## src/hdl/mga_pkg.sv

```systemverilog
`default_nettype none
package mga_pkg;

  localparam int CHANNELS = 8;
  localparam int CH_W     = 3;
  localparam int SMP_W    = 16;
  localparam int ERR_W    = SMP_W + 1;
  localparam int GAIN_W   = 32;
  localparam int LIM_W    = 31;
  localparam int DATA_W   = 32;
  localparam int ADDR_W   = 3;
  // queue depth, must be a power of two
  localparam int QDEPTH   = 2;
  localparam int QPTR_W   = $clog2(QDEPTH);
  localparam int QCNT_W   = $clog2(QDEPTH + 1);

  // shared multiplier operand and product widths
  localparam int MA_W     = 33;
  localparam int MB_W     = 17;
  localparam int PROD_W   = MA_W + MB_W;
  localparam int PART_W   = 48;
  localparam int ACC_W    = 64;
  localparam int UDIFF_W  = 49;
  localparam int U_SHIFT  = 20;

  typedef enum logic {
    REG_ADAPT_GAIN = 1'b0,
    REG_GAIN_LIMIT = 1'b1
  } reg_idx_t;

  typedef struct packed {
    logic [CH_W-1:0]          ch;
    logic signed [SMP_W-1:0]  r;
    logic signed [SMP_W-1:0]  y;
    logic signed [ERR_W-1:0]  e;
    logic                     ok;
  } item_t;

  typedef struct packed {
    logic [GAIN_W-1:0] adapt_gain;
    logic [LIM_W-1:0]  gain_limit;
  } cfg_t;

  typedef enum logic [3:0] {
    B_IDLE,
    B_RE,
    B_YE,
    B_G1L,
    B_G1H,
    B_G2L,
    B_G2H,
    B_U1,
    B_U2,
    B_U3,
    B_U4,
    B_OUT
  } back_state_t;

  function automatic logic signed [GAIN_W-1:0] clamp_gain(
    input logic signed [GAIN_W:0] v,
    input logic [LIM_W-1:0]       lim
  );
    logic signed [GAIN_W:0] lim_s;
    logic signed [GAIN_W:0] res;
    lim_s = $signed({2'b00, lim});
    if (v > lim_s) begin
      res = lim_s;
    end else if (v < -lim_s) begin
      res = -lim_s;
    end else begin
      res = v;
    end
    return res[GAIN_W-1:0];
  endfunction

endpackage
`default_nettype wire

```

## src/hdl/mga_front.sv

```systemverilog
`default_nettype none
module mga_front import mga_pkg::*; (
  input  logic                    clk,
  input  logic                    rst,
  input  logic                    sample_valid,
  output logic                    sample_ready,
  input  logic [CH_W-1:0]         channel,
  input  logic signed [SMP_W-1:0] reference,
  input  logic signed [SMP_W-1:0] measured,
  output logic                    push,
  output item_t                   push_item,
  input  logic                    q_full
);

  logic  f_valid;
  logic  f_valid_next;
  item_t f_item;
  logic  take;

  assign push         = f_valid && !q_full;
  assign sample_ready = !f_valid || !q_full;
  assign take         = sample_valid && sample_ready;
  assign push_item    = f_item;

  always_comb begin
    f_valid_next = f_valid;
    if (take) begin
      f_valid_next = 1'b1;
    end else if (push) begin
      f_valid_next = 1'b0;
    end
  end

  always_ff @(posedge clk) begin
    if (rst) begin
      f_valid <= 1'b0;
    end else begin
      f_valid <= f_valid_next;
    end
  end

  // model error and channel range check are done up front
  always_ff @(posedge clk) begin
    if (take) begin
      f_item.ch <= channel;
      f_item.r  <= reference;
      f_item.y  <= measured;
      f_item.e  <= ERR_W'(measured) - ERR_W'(reference);
      f_item.ok <= (int'(channel) < CHANNELS);
    end
  end

endmodule
`default_nettype wire

```

## src/hdl/mga_queue.sv

```systemverilog
`default_nettype none
module mga_queue import mga_pkg::*; (
  input  logic  clk,
  input  logic  rst,
  input  logic  push,
  input  item_t push_item,
  output logic  full,
  input  logic  pop,
  output logic  q_valid,
  output item_t q_item
);

  item_t             entries [QDEPTH];
  logic [QPTR_W-1:0] wr_ptr;
  logic [QPTR_W-1:0] rd_ptr;
  logic [QCNT_W-1:0] count;
  logic [QCNT_W-1:0] count_next;

  assign full    = (count == QCNT_W'(QDEPTH));
  assign q_valid = (count != '0);
  assign q_item  = entries[rd_ptr];

  always_comb begin
    count_next = count;
    if (push && !pop) begin
      count_next = count + 1'b1;
    end else if (pop && !push) begin
      count_next = count - 1'b1;
    end
  end

  always_ff @(posedge clk) begin
    if (rst) begin
      wr_ptr <= '0;
      rd_ptr <= '0;
      count  <= '0;
    end else begin
      count <= count_next;
      if (push) begin
        wr_ptr <= wr_ptr + 1'b1;
      end
      if (pop) begin
        rd_ptr <= rd_ptr + 1'b1;
      end
    end
  end

  always_ff @(posedge clk) begin
    if (push) begin
      entries[wr_ptr] <= push_item;
    end
  end

endmodule
`default_nettype wire

```

## src/hdl/mga_back.sv

```systemverilog
`default_nettype none
module mga_back import mga_pkg::*; (
  input  logic                     clk,
  input  logic                     rst,
  input  cfg_t                     cfg,
  input  logic                     q_valid,
  input  item_t                    q_item,
  output logic                     q_pop,
  output logic [CH_W-1:0]          channel_out,
  output logic signed [DATA_W-1:0] drive,
  output logic                     drive_saturated,
  output logic                     result_valid,
  input  logic                     result_ready
);

  back_state_t state;
  back_state_t state_next;
  logic        out_load;

  item_t                     cur;
  logic signed [MA_W-1:0]    mul_a;
  logic signed [MB_W-1:0]    mul_b;
  logic signed [PROD_W-1:0]  prod;
  logic signed [GAIN_W-1:0]  p1;
  logic signed [GAIN_W-1:0]  p2;
  logic signed [PART_W-1:0]  acc;
  logic signed [ACC_W-1:0]   acc_sum;
  logic signed [GAIN_W-1:0]  i1;
  logic signed [GAIN_W-1:0]  i2;
  logic signed [UDIFF_W-1:0] udiff;
  logic signed [GAIN_W-1:0]  ff_gain [CHANNELS];
  logic signed [GAIN_W-1:0]  fb_gain [CHANNELS];

  logic signed [ACC_W-1:0]   part_sum;
  logic signed [GAIN_W-1:0]  term;
  logic signed [GAIN_W:0]    ff_upd;
  logic signed [GAIN_W:0]    fb_upd;
  logic signed [UDIFF_W-U_SHIFT-1:0] ushift;
  logic signed [DATA_W+1:0]  uext;

  always_ff @(posedge clk) begin
    if (rst) begin
      state <= B_IDLE;
    end else begin
      state <= state_next;
    end
  end

  always_comb begin
    state_next = state;
    q_pop      = 1'b0;
    out_load   = 1'b0;
    unique case (state)
      B_IDLE: begin
        if (q_valid) begin
          q_pop      = 1'b1;
          state_next = q_item.ok ? B_RE : B_OUT;
        end
      end
      B_RE:  state_next = B_YE;
      B_YE:  state_next = B_G1L;
      B_G1L: state_next = B_G1H;
      B_G1H: state_next = B_G2L;
      B_G2L: state_next = B_G2H;
      B_G2H: state_next = B_U1;
      B_U1:  state_next = B_U2;
      B_U2:  state_next = B_U3;
      B_U3:  state_next = B_U4;
      B_U4:  state_next = B_OUT;
      B_OUT: begin
        if (!result_valid || result_ready) begin
          out_load   = 1'b1;
          state_next = B_IDLE;
        end
      end
      default: state_next = B_IDLE;
    endcase
  end

  // one shared 33x17 multiplier; the gain factor goes in as two 16-bit halves
  always_comb begin
    mul_a = '0;
    mul_b = '0;
    case (state)
      B_RE: begin
        mul_a = MA_W'(cur.e);
        mul_b = MB_W'(cur.r);
      end
      B_YE: begin
        mul_a = MA_W'(cur.e);
        mul_b = MB_W'(cur.y);
      end
      B_G1L: begin
        mul_a = MA_W'(p1);
        mul_b = $signed({1'b0, cfg.adapt_gain[15:0]});
      end
      B_G1H: begin
        mul_a = MA_W'(p1);
        mul_b = $signed({1'b0, cfg.adapt_gain[31:16]});
      end
      B_G2L: begin
        mul_a = MA_W'(p2);
        mul_b = $signed({1'b0, cfg.adapt_gain[15:0]});
      end
      B_G2H: begin
        mul_a = MA_W'(p2);
        mul_b = $signed({1'b0, cfg.adapt_gain[31:16]});
      end
      B_U1: begin
        mul_a = MA_W'(i1);
        mul_b = MB_W'(cur.r);
      end
      B_U3: begin
        mul_a = MA_W'(i2);
        mul_b = MB_W'(cur.y);
      end
      default: begin
        mul_a = '0;
        mul_b = '0;
      end
    endcase
  end

  // high partial product shifted up by 16 plus the low one
  assign part_sum = $signed({prod[PART_W-1:0], 16'h0000}) + ACC_W'(acc);
  // floor of the Q8.56 update term down to Q8.24
  assign term     = $signed(acc_sum[ACC_W-1:ACC_W-GAIN_W]);
  assign ff_upd   = (GAIN_W+1)'(ff_gain[cur.ch]) - (GAIN_W+1)'(term);
  assign fb_upd   = (GAIN_W+1)'(fb_gain[cur.ch]) + (GAIN_W+1)'(term);
  assign ushift   = $signed(udiff[UDIFF_W-1:U_SHIFT]);
  assign uext     = (DATA_W+2)'(ushift);

  always_ff @(posedge clk) begin
    prod <= mul_a * mul_b;
    if (q_pop) begin
      cur <= q_item;
    end
    case (state)
      B_YE:  p1      <= prod[GAIN_W-1:0];
      B_G1L: p2      <= prod[GAIN_W-1:0];
      B_G1H: acc     <= prod[PART_W-1:0];
      B_G2L: acc_sum <= part_sum;
      B_G2H: begin
        acc <= prod[PART_W-1:0];
        i1  <= clamp_gain(ff_upd, cfg.gain_limit);
      end
      B_U1:  acc_sum <= part_sum;
      B_U2: begin
        acc <= prod[PART_W-1:0];
        i2  <= clamp_gain(fb_upd, cfg.gain_limit);
      end
      B_U4:  udiff <= UDIFF_W'(acc) - UDIFF_W'($signed(prod[PART_W-1:0]));
      default: begin
      end
    endcase
  end

  always_ff @(posedge clk) begin
    if (rst) begin
      for (int i = 0; i < CHANNELS; i++) begin
        ff_gain[i] <= '0;
        fb_gain[i] <= '0;
      end
    end else begin
      if (state == B_U1) begin
        ff_gain[cur.ch] <= i1;
      end
      if (state == B_U3) begin
        fb_gain[cur.ch] <= i2;
      end
    end
  end

  // output register, so the next item can start while this one waits
  always_ff @(posedge clk) begin
    if (rst) begin
      result_valid <= 1'b0;
    end else begin
      result_valid <= out_load || (result_valid && !result_ready);
    end
  end

  always_ff @(posedge clk) begin
    if (out_load) begin
      channel_out <= cur.ch;
      if (!cur.ok) begin
        drive           <= '0;
        drive_saturated <= 1'b0;
      end else if (uext > (DATA_W+2)'(34'sh0_7FFF_FFFF)) begin
        drive           <= 32'sh7FFF_FFFF;
        drive_saturated <= 1'b1;
      end else if (uext < -(DATA_W+2)'(34'sh0_8000_0000)) begin
        drive           <= $signed(32'h8000_0000);
        drive_saturated <= 1'b1;
      end else begin
        drive           <= uext[DATA_W-1:0];
        drive_saturated <= 1'b0;
      end
    end
  end

endmodule
`default_nettype wire

```

## src/hdl/mrac_gradient_adaptation.sv

```systemverilog
// path: front register, queue, then the 12-state back sequencer; the front and
//   queue keep taking samples while the sequencer works on an earlier one
// sequencing: the back sequencer takes one sample at a time and runs all
//   six products and the drive difference through one shared 33x17 multiplier
// reset: synchronous, active high; clears all adaptive gains to zero, empties the
//   queue, sets adapt_gain to 0 and gain_limit to 0x7fffffff
`default_nettype none
module mrac_gradient_adaptation import mga_pkg::*; (
  input  logic                     clk,
  input  logic                     rst,
  input  logic                     psel,
  input  logic                     penable,
  input  logic                     pwrite,
  input  logic [ADDR_W-1:0]        paddr,
  input  logic [DATA_W-1:0]        pwdata,
  output logic [DATA_W-1:0]        prdata,
  output logic                     pready,
  input  logic                     sample_valid,
  output logic                     sample_ready,
  input  logic [CH_W-1:0]          channel,
  input  logic signed [SMP_W-1:0]  reference,
  input  logic signed [SMP_W-1:0]  measured,
  output logic                     result_valid,
  input  logic                     result_ready,
  output logic [CH_W-1:0]          channel_out,
  output logic signed [DATA_W-1:0] drive,
  output logic                     drive_saturated
);

  logic [GAIN_W-1:0] adapt_gain;
  logic [LIM_W-1:0]  gain_limit;
  cfg_t              cfg;
  reg_idx_t          reg_idx;
  logic              wr_en;

  logic  push;
  item_t push_item;
  logic  q_full;
  logic  q_pop;
  logic  q_valid;
  item_t q_item;

  assign pready  = 1'b1;
  assign reg_idx = reg_idx_t'(paddr[2]);
  assign wr_en   = psel && penable && pwrite && pready;

  always_ff @(posedge clk) begin
    if (rst) begin
      adapt_gain <= '0;
      gain_limit <= '1;
    end else if (wr_en) begin
      unique case (reg_idx)
        REG_ADAPT_GAIN: adapt_gain <= pwdata;
        REG_GAIN_LIMIT: gain_limit <= pwdata[LIM_W-1:0];
        default: begin
        end
      endcase
    end
  end

  always_comb begin
    unique case (reg_idx)
      REG_ADAPT_GAIN: prdata = adapt_gain;
      REG_GAIN_LIMIT: prdata = {1'b0, gain_limit};
      default:        prdata = '0;
    endcase
  end

  assign cfg.adapt_gain = adapt_gain;
  assign cfg.gain_limit = gain_limit;

  mga_front u_front (
    .clk          (clk),
    .rst          (rst),
    .sample_valid (sample_valid),
    .sample_ready (sample_ready),
    .channel      (channel),
    .reference    (reference),
    .measured     (measured),
    .push         (push),
    .push_item    (push_item),
    .q_full       (q_full)
  );

  mga_queue u_queue (
    .clk       (clk),
    .rst       (rst),
    .push      (push),
    .push_item (push_item),
    .full      (q_full),
    .pop       (q_pop),
    .q_valid   (q_valid),
    .q_item    (q_item)
  );

  mga_back u_back (
    .clk             (clk),
    .rst             (rst),
    .cfg             (cfg),
    .q_valid         (q_valid),
    .q_item          (q_item),
    .q_pop           (q_pop),
    .channel_out     (channel_out),
    .drive           (drive),
    .drive_saturated (drive_saturated),
    .result_valid    (result_valid),
    .result_ready    (result_ready)
  );

  // the front never writes into a full queue
  a_no_overflow: assert property (@(posedge clk) disable iff (rst)
    push |-> !q_full)
    else $error("queue overflow");

  // the back only pops a non-empty queue
  a_no_underflow: assert property (@(posedge clk) disable iff (rst)
    q_pop |-> q_valid)
    else $error("queue underflow");

  // a clipped drive sits at one of the two rails
  a_sat_rail: assert property (@(posedge clk) disable iff (rst)
    (result_valid && drive_saturated) |->
      (drive == 32'sh7FFF_FFFF || drive == $signed(32'h8000_0000)))
    else $error("saturated drive off rail");

  // no result is left pending out of reset
  a_reset_clear: assert property (@(posedge clk)
    rst |=> !result_valid)
    else $error("result valid after reset");

endmodule
`default_nettype wire
```

## config.mk

```make
export PLATFORM = sky130hd
export DESIGN_NAME = mrac_gradient_adaptation
export DESIGN_NICKNAME = d
export VERILOG_FILES = /design/src/hdl/mga_pkg.sv /design/src/hdl/mga_front.sv /design/src/hdl/mga_queue.sv /design/src/hdl/mga_back.sv /design/src/hdl/mrac_gradient_adaptation.sv
export SDC_FILE = /design/constraint.sdc
export NUM_CORES = 2
export LEC_CHECK = 0
export BUFFER_PORTS_ARGS = -buffer_cell sky130_fd_sc_hd__clkbuf_2
export CAP_MARGIN = 15
export CORE_MARGIN = 2
export CORE_UTILIZATION = 55
export CTS_CLUSTER_SIZE = 16
export DETAILED_ROUTE_END_ITERATION = 10
export PLACE_DENSITY_LB_ADDON = 0.25
export SETUP_SLACK_MARGIN = 0.05
export SLEW_MARGIN = 20
export SYNTH_ARGS = -nofsm -noshare
export SYNTH_HDL_FRONTEND = slang
export SYNTH_SLANG_ARGS = --single-unit
```

## constraint.sdc

```tcl
create_clock -name clk -period 10.9 [get_ports clk]
set_input_delay 1.09 -clock clk [delete_from_list [all_inputs] [get_ports clk]]
set_output_delay 1.09 -clock clk [all_outputs]
set_load 0.02 [all_outputs]
```

==> summary.txt <==
STA
  • Peak Freq: 0.107 GHz
  • Slew at the pin with the worst max-slew slack: 1.14 ns
  • Final setup violation count: 0
  • Relative slew slack: 0.237
  • Tcrit/Tclk final: 0.861
  • Fin Clk Skew: between 0.06 and 0.07 ns
  • Hold Fails Final Rpt: 0
  • Max-slew violations: 0
  • Min Tclk post-route: around 9.4 ns
  • RSZ-0062 raised after global routing: no
  • TNS Setup: 0 ns

Setup path
  • CP arrival: 10.00 ns
  • Crit-path leading delay family: adder cells
  • CP Max Fanout: 22
  • Worst Path Buf+Inv: 4
  • Worst Setup Start Kind: register
  • Critical-path top delay cell: nor2_2
  • Internal reg-to-reg setup slack: 1.52 ns
  • CP peak stage delay: around 0.80 ns
  • CP Class: register to register
  • R2R depth: 29
  • CP dominant cell by count: fa_1
  • RR Startpoint: u_back.state[2]
  • Worst setup EP type: register
  • Reg-to-reg endpoint: u_back.prod[47]
  • WP data required: between 10 and 15 ns

Floorplanning
  • Total core area: ~130,000 sq um
  • Row count: 132
  • Height of the die: 366 um
  • Die Footprint: 134,000 sq um
  • Die width: 366 um
  • Initial core utilization: 0.556
  • I/O pins: approximately 150

Synth
  • Syn. warnings: 0
  • Post-Synth Adder-Cell Area: 0.216
  • Share of the synthesized area in the top cell type: 0.413
  • XOR/XNOR Fraction of Synth Area: 0.0227
  • Multiplexer share of the synthesized area: 0.0201
  • Syn nets: 7,476
  • Async SR Flop Fraction: 0
  • Synth Instances: ~6,500
  • Distinct cell type count after synthesis: between 80 and 90
  • Post-synthesis simple-gate area fraction: 0.136
  • Sequential area share after synthesis: 0.446
  • Synthesized area: 72,100 sq um
  • Synth Area in Compound Gates: 0.105
  • EDFF count, synth: 991
  • Main combinational cell family by area after synthesis: adder cells
  • Primary FF master, synth: edfxtp_1
  • Yosys top cell by area: edfxtp_1
  • Yosys reg bits: about 1,100
  • Synth area leaders: edfxtp_1, fa_1, ha_1
  • Synthesized area per cell: 11.2 sq um

Power and ir drop
  • Leakage: 0.0333 uW
  • Net load switching power: 11,400 uW
  • Clock power share: 0.166
  • Overall Power: 24,300 uW
  • Seq pwr share: 0.239
  • Power Density: 309 nW/um^2
  • Comb power frac: 0.595
  • Internal power: ~13,000 uW
  • IR drop worst, VDD: between 0.0002 and 0.0003 V
  • Switching share of power: 0.470

CTS
  • Clock transition at path regs: around 0.070 ns
  • CTS Buf Count: 113
  • Postcts setup bufs: 0
  • CTS tree: yes
  • CTS root buf: clkbuf_16
  • Bufs on Longest Clock Path: 3
  • Post-CTS sizing: 0
  • Hold_buf cts: 0
  • Worst skew pair latency: 0.77 ns
  • Depth of the CTS H-tree: 3
  • Clock sink total: 1,112

Routing
  • DR vias: 50,900
  • Residual DRC: 0
  • WL per Instance: 26.0 um
  • Vias per cell: 6.09
  • 1st-pass router iterations: 8
  • DR iter-0 viols: 5,802
  • Routed WL: 217 mm
  • Routed Antenna Nets: 0

Place
  • GPL Wtd Cong: 1.00
  • IO Port Bufs: between 100 and 150
  • Placed cells: 8,139
  • DP Wirelength: between 150 and 200 mm

Min path
  • Hold EP: u_back.drive[6]
  • Hold Path Class: register to register
  • Hold path depth: 0
  • Min-delay src: u_back.udiff[26]

GRT
  • Antenna violations before repair: 9
  • Remaining global-route overflow: 0
  • Pin count of the biggest net entering global routing: 64
  • Vias in the first global route: 50,900
  • First-pass GRT wire length: 322 mm
  • GRT Overall Usage: 0.322

Final layout
  • Most frequent cells in the layout: edfxtp_1, inv_1, and2_1
  • Area Overhead vs Synth: 9.23%
  • Final net count: 7,522
  • Fraction of final layout cells sized beyond drive strength 1: 0.0936
  • Final Non-Filler Cells: 8,355
  • Commonest non-fill, non-tap cell in the layout: edfxtp_1
  • N_diodes: 0

Outcome
  • Status: finished clean

Flow run
  • Max cap viols: 0
state kept, by name, summed over array words and instances (netlist names), 29 cells and up:
| register | cells |
|---|---|
| u_back.cur | 52 |
| u_back.i1 | 32 |
| u_back.acc | 48 |
| u_back.p2 | 32 |
| u_back.acc_sum | 32 |
| u_back.ff_gain | 256 |
| u_front.push_item | 52 |
| gain_limit | 31 |
| u_back.fb_gain | 256 |
| u_back.udiff | 29 |
| u_back.p1 | 32 |
| adapt_gain | 32 |
| u_back.prod | 48 |
| u_queue.entries | 104 |
| u_back.i2 | 32 |
| u_back.drive | 30 |
worst max path at each step:
stage / startpoint / to / slack, ns / depth (start not counted)
2_1_floorplan: u_back.state[3] / u_back.prod[47] / 1.45 / 31
5_1_grt: u_back.state[1] / u_back.prod[47] / 1.02 / 30
3_5_place_dp: u_back.state[3] / u_back.prod[47] / 1.64 / 29
4_1_cts: u_back.state[0] / u_back.prod[47] / 1.60 / 31
3_3_place_gp: u_back.state[2] / u_back.prod[47] / 1.76 / 29
6_report: u_back.state[2] / u_back.prod[47] / 1.52 / 29
kinds of logic (layout without fill, tap and decap cells):
group / count (synthesis) / in the layout
muxes: 134 / 134
AOI/OAI and AO/OA: 1097 / 1097
adders and majority gates: 932 / 932
xor gates and xnor gates: 187 / 187
DFF: 1112 / 1112
buffers and inverters: 1043 / 1189
other: 2 / 2
and+or+nand+nor: 1960 / 1960
layer usage:
metal,vias up,wire length [um],track usage
li1,22400,-,-
met1,25400,82500,0.414
met2,2446,99000,0.507
met3,569,20300,0.0641
met4,12,15200,0.192
met5,-,79,0
power groups by stage:
stage | clock, uW | combinational (uW) | sequential (uW)
floorplan | 0 | 9820 | 5620
CTS | 4060 | 14300 | 5810
global route | 4220 | 15900 | 5840
finish | 4030 | 14500 | 5820
global placement | 0 | 13900 | 5880
detailed placement | 0 | 14200 | 5890
Yosys cell counts (6+ instances only):
cell	instances
a211o_1	38
a211oi_1	20
a21boi_0	8
a21o_1	137
a21oi_1	249
a221o_1	27
a221oi_1	30
a222oi_1	19
a22o_1	17
a22oi_1	272
a31oi_1	21
and2_1	532
and3_1	45
buf_1	8
buf_2	16
clkbuf_1	275
dfxtp_1	121
edfxtp_1	991
fa_1	518
ha_1	414
inv_1	736
mux2_2	88
mux2i_1	46
nand2_1	467
nand2b_1	32
nand3_1	67
nand4_1	101
nor2_1	541
nor2b_1	42
nor3_1	48
o211ai_1	12
o21a_1	33
o21ai_0	129
o21bai_1	19
o22ai_1	10
o31a_1	6
o31ai_1	7
or2_2	27
or3_1	14
xnor2_1	142
xor2_1	45
area by class of cell:
class                      instances  area [sq um]
multi-input combinational       4312         36300
tap                             1742          2180
fill                           10400         51000
clock buffer                     142          3020
sequential                      1112         32200
timing repair buffer             236          1440
inverter                         738          2770
clock inverter                    73           872
metrics by stage:
| step | hold slack, ns | util | cell area (sq um) | setup slack [ns] |
|---|---|---|---|---|
| after global routing | 0.434 | 0.607 | 78800 | 1.02 |
| after CTS | 0.420 | 0.607 | 78800 | 1.60 |
| after detailed placement | 0.407 | 0.577 | 74900 | 1.64 |
| final | 0.421 | 0.607 | 78800 | 1.52 |
| after global placement | 0.402 | 0.577 | 74900 | 1.76 |
| after floorplan | 0.408 | - | 72100 | 1.45 |
Note: power is estimated with default switching activity, not from simulation.
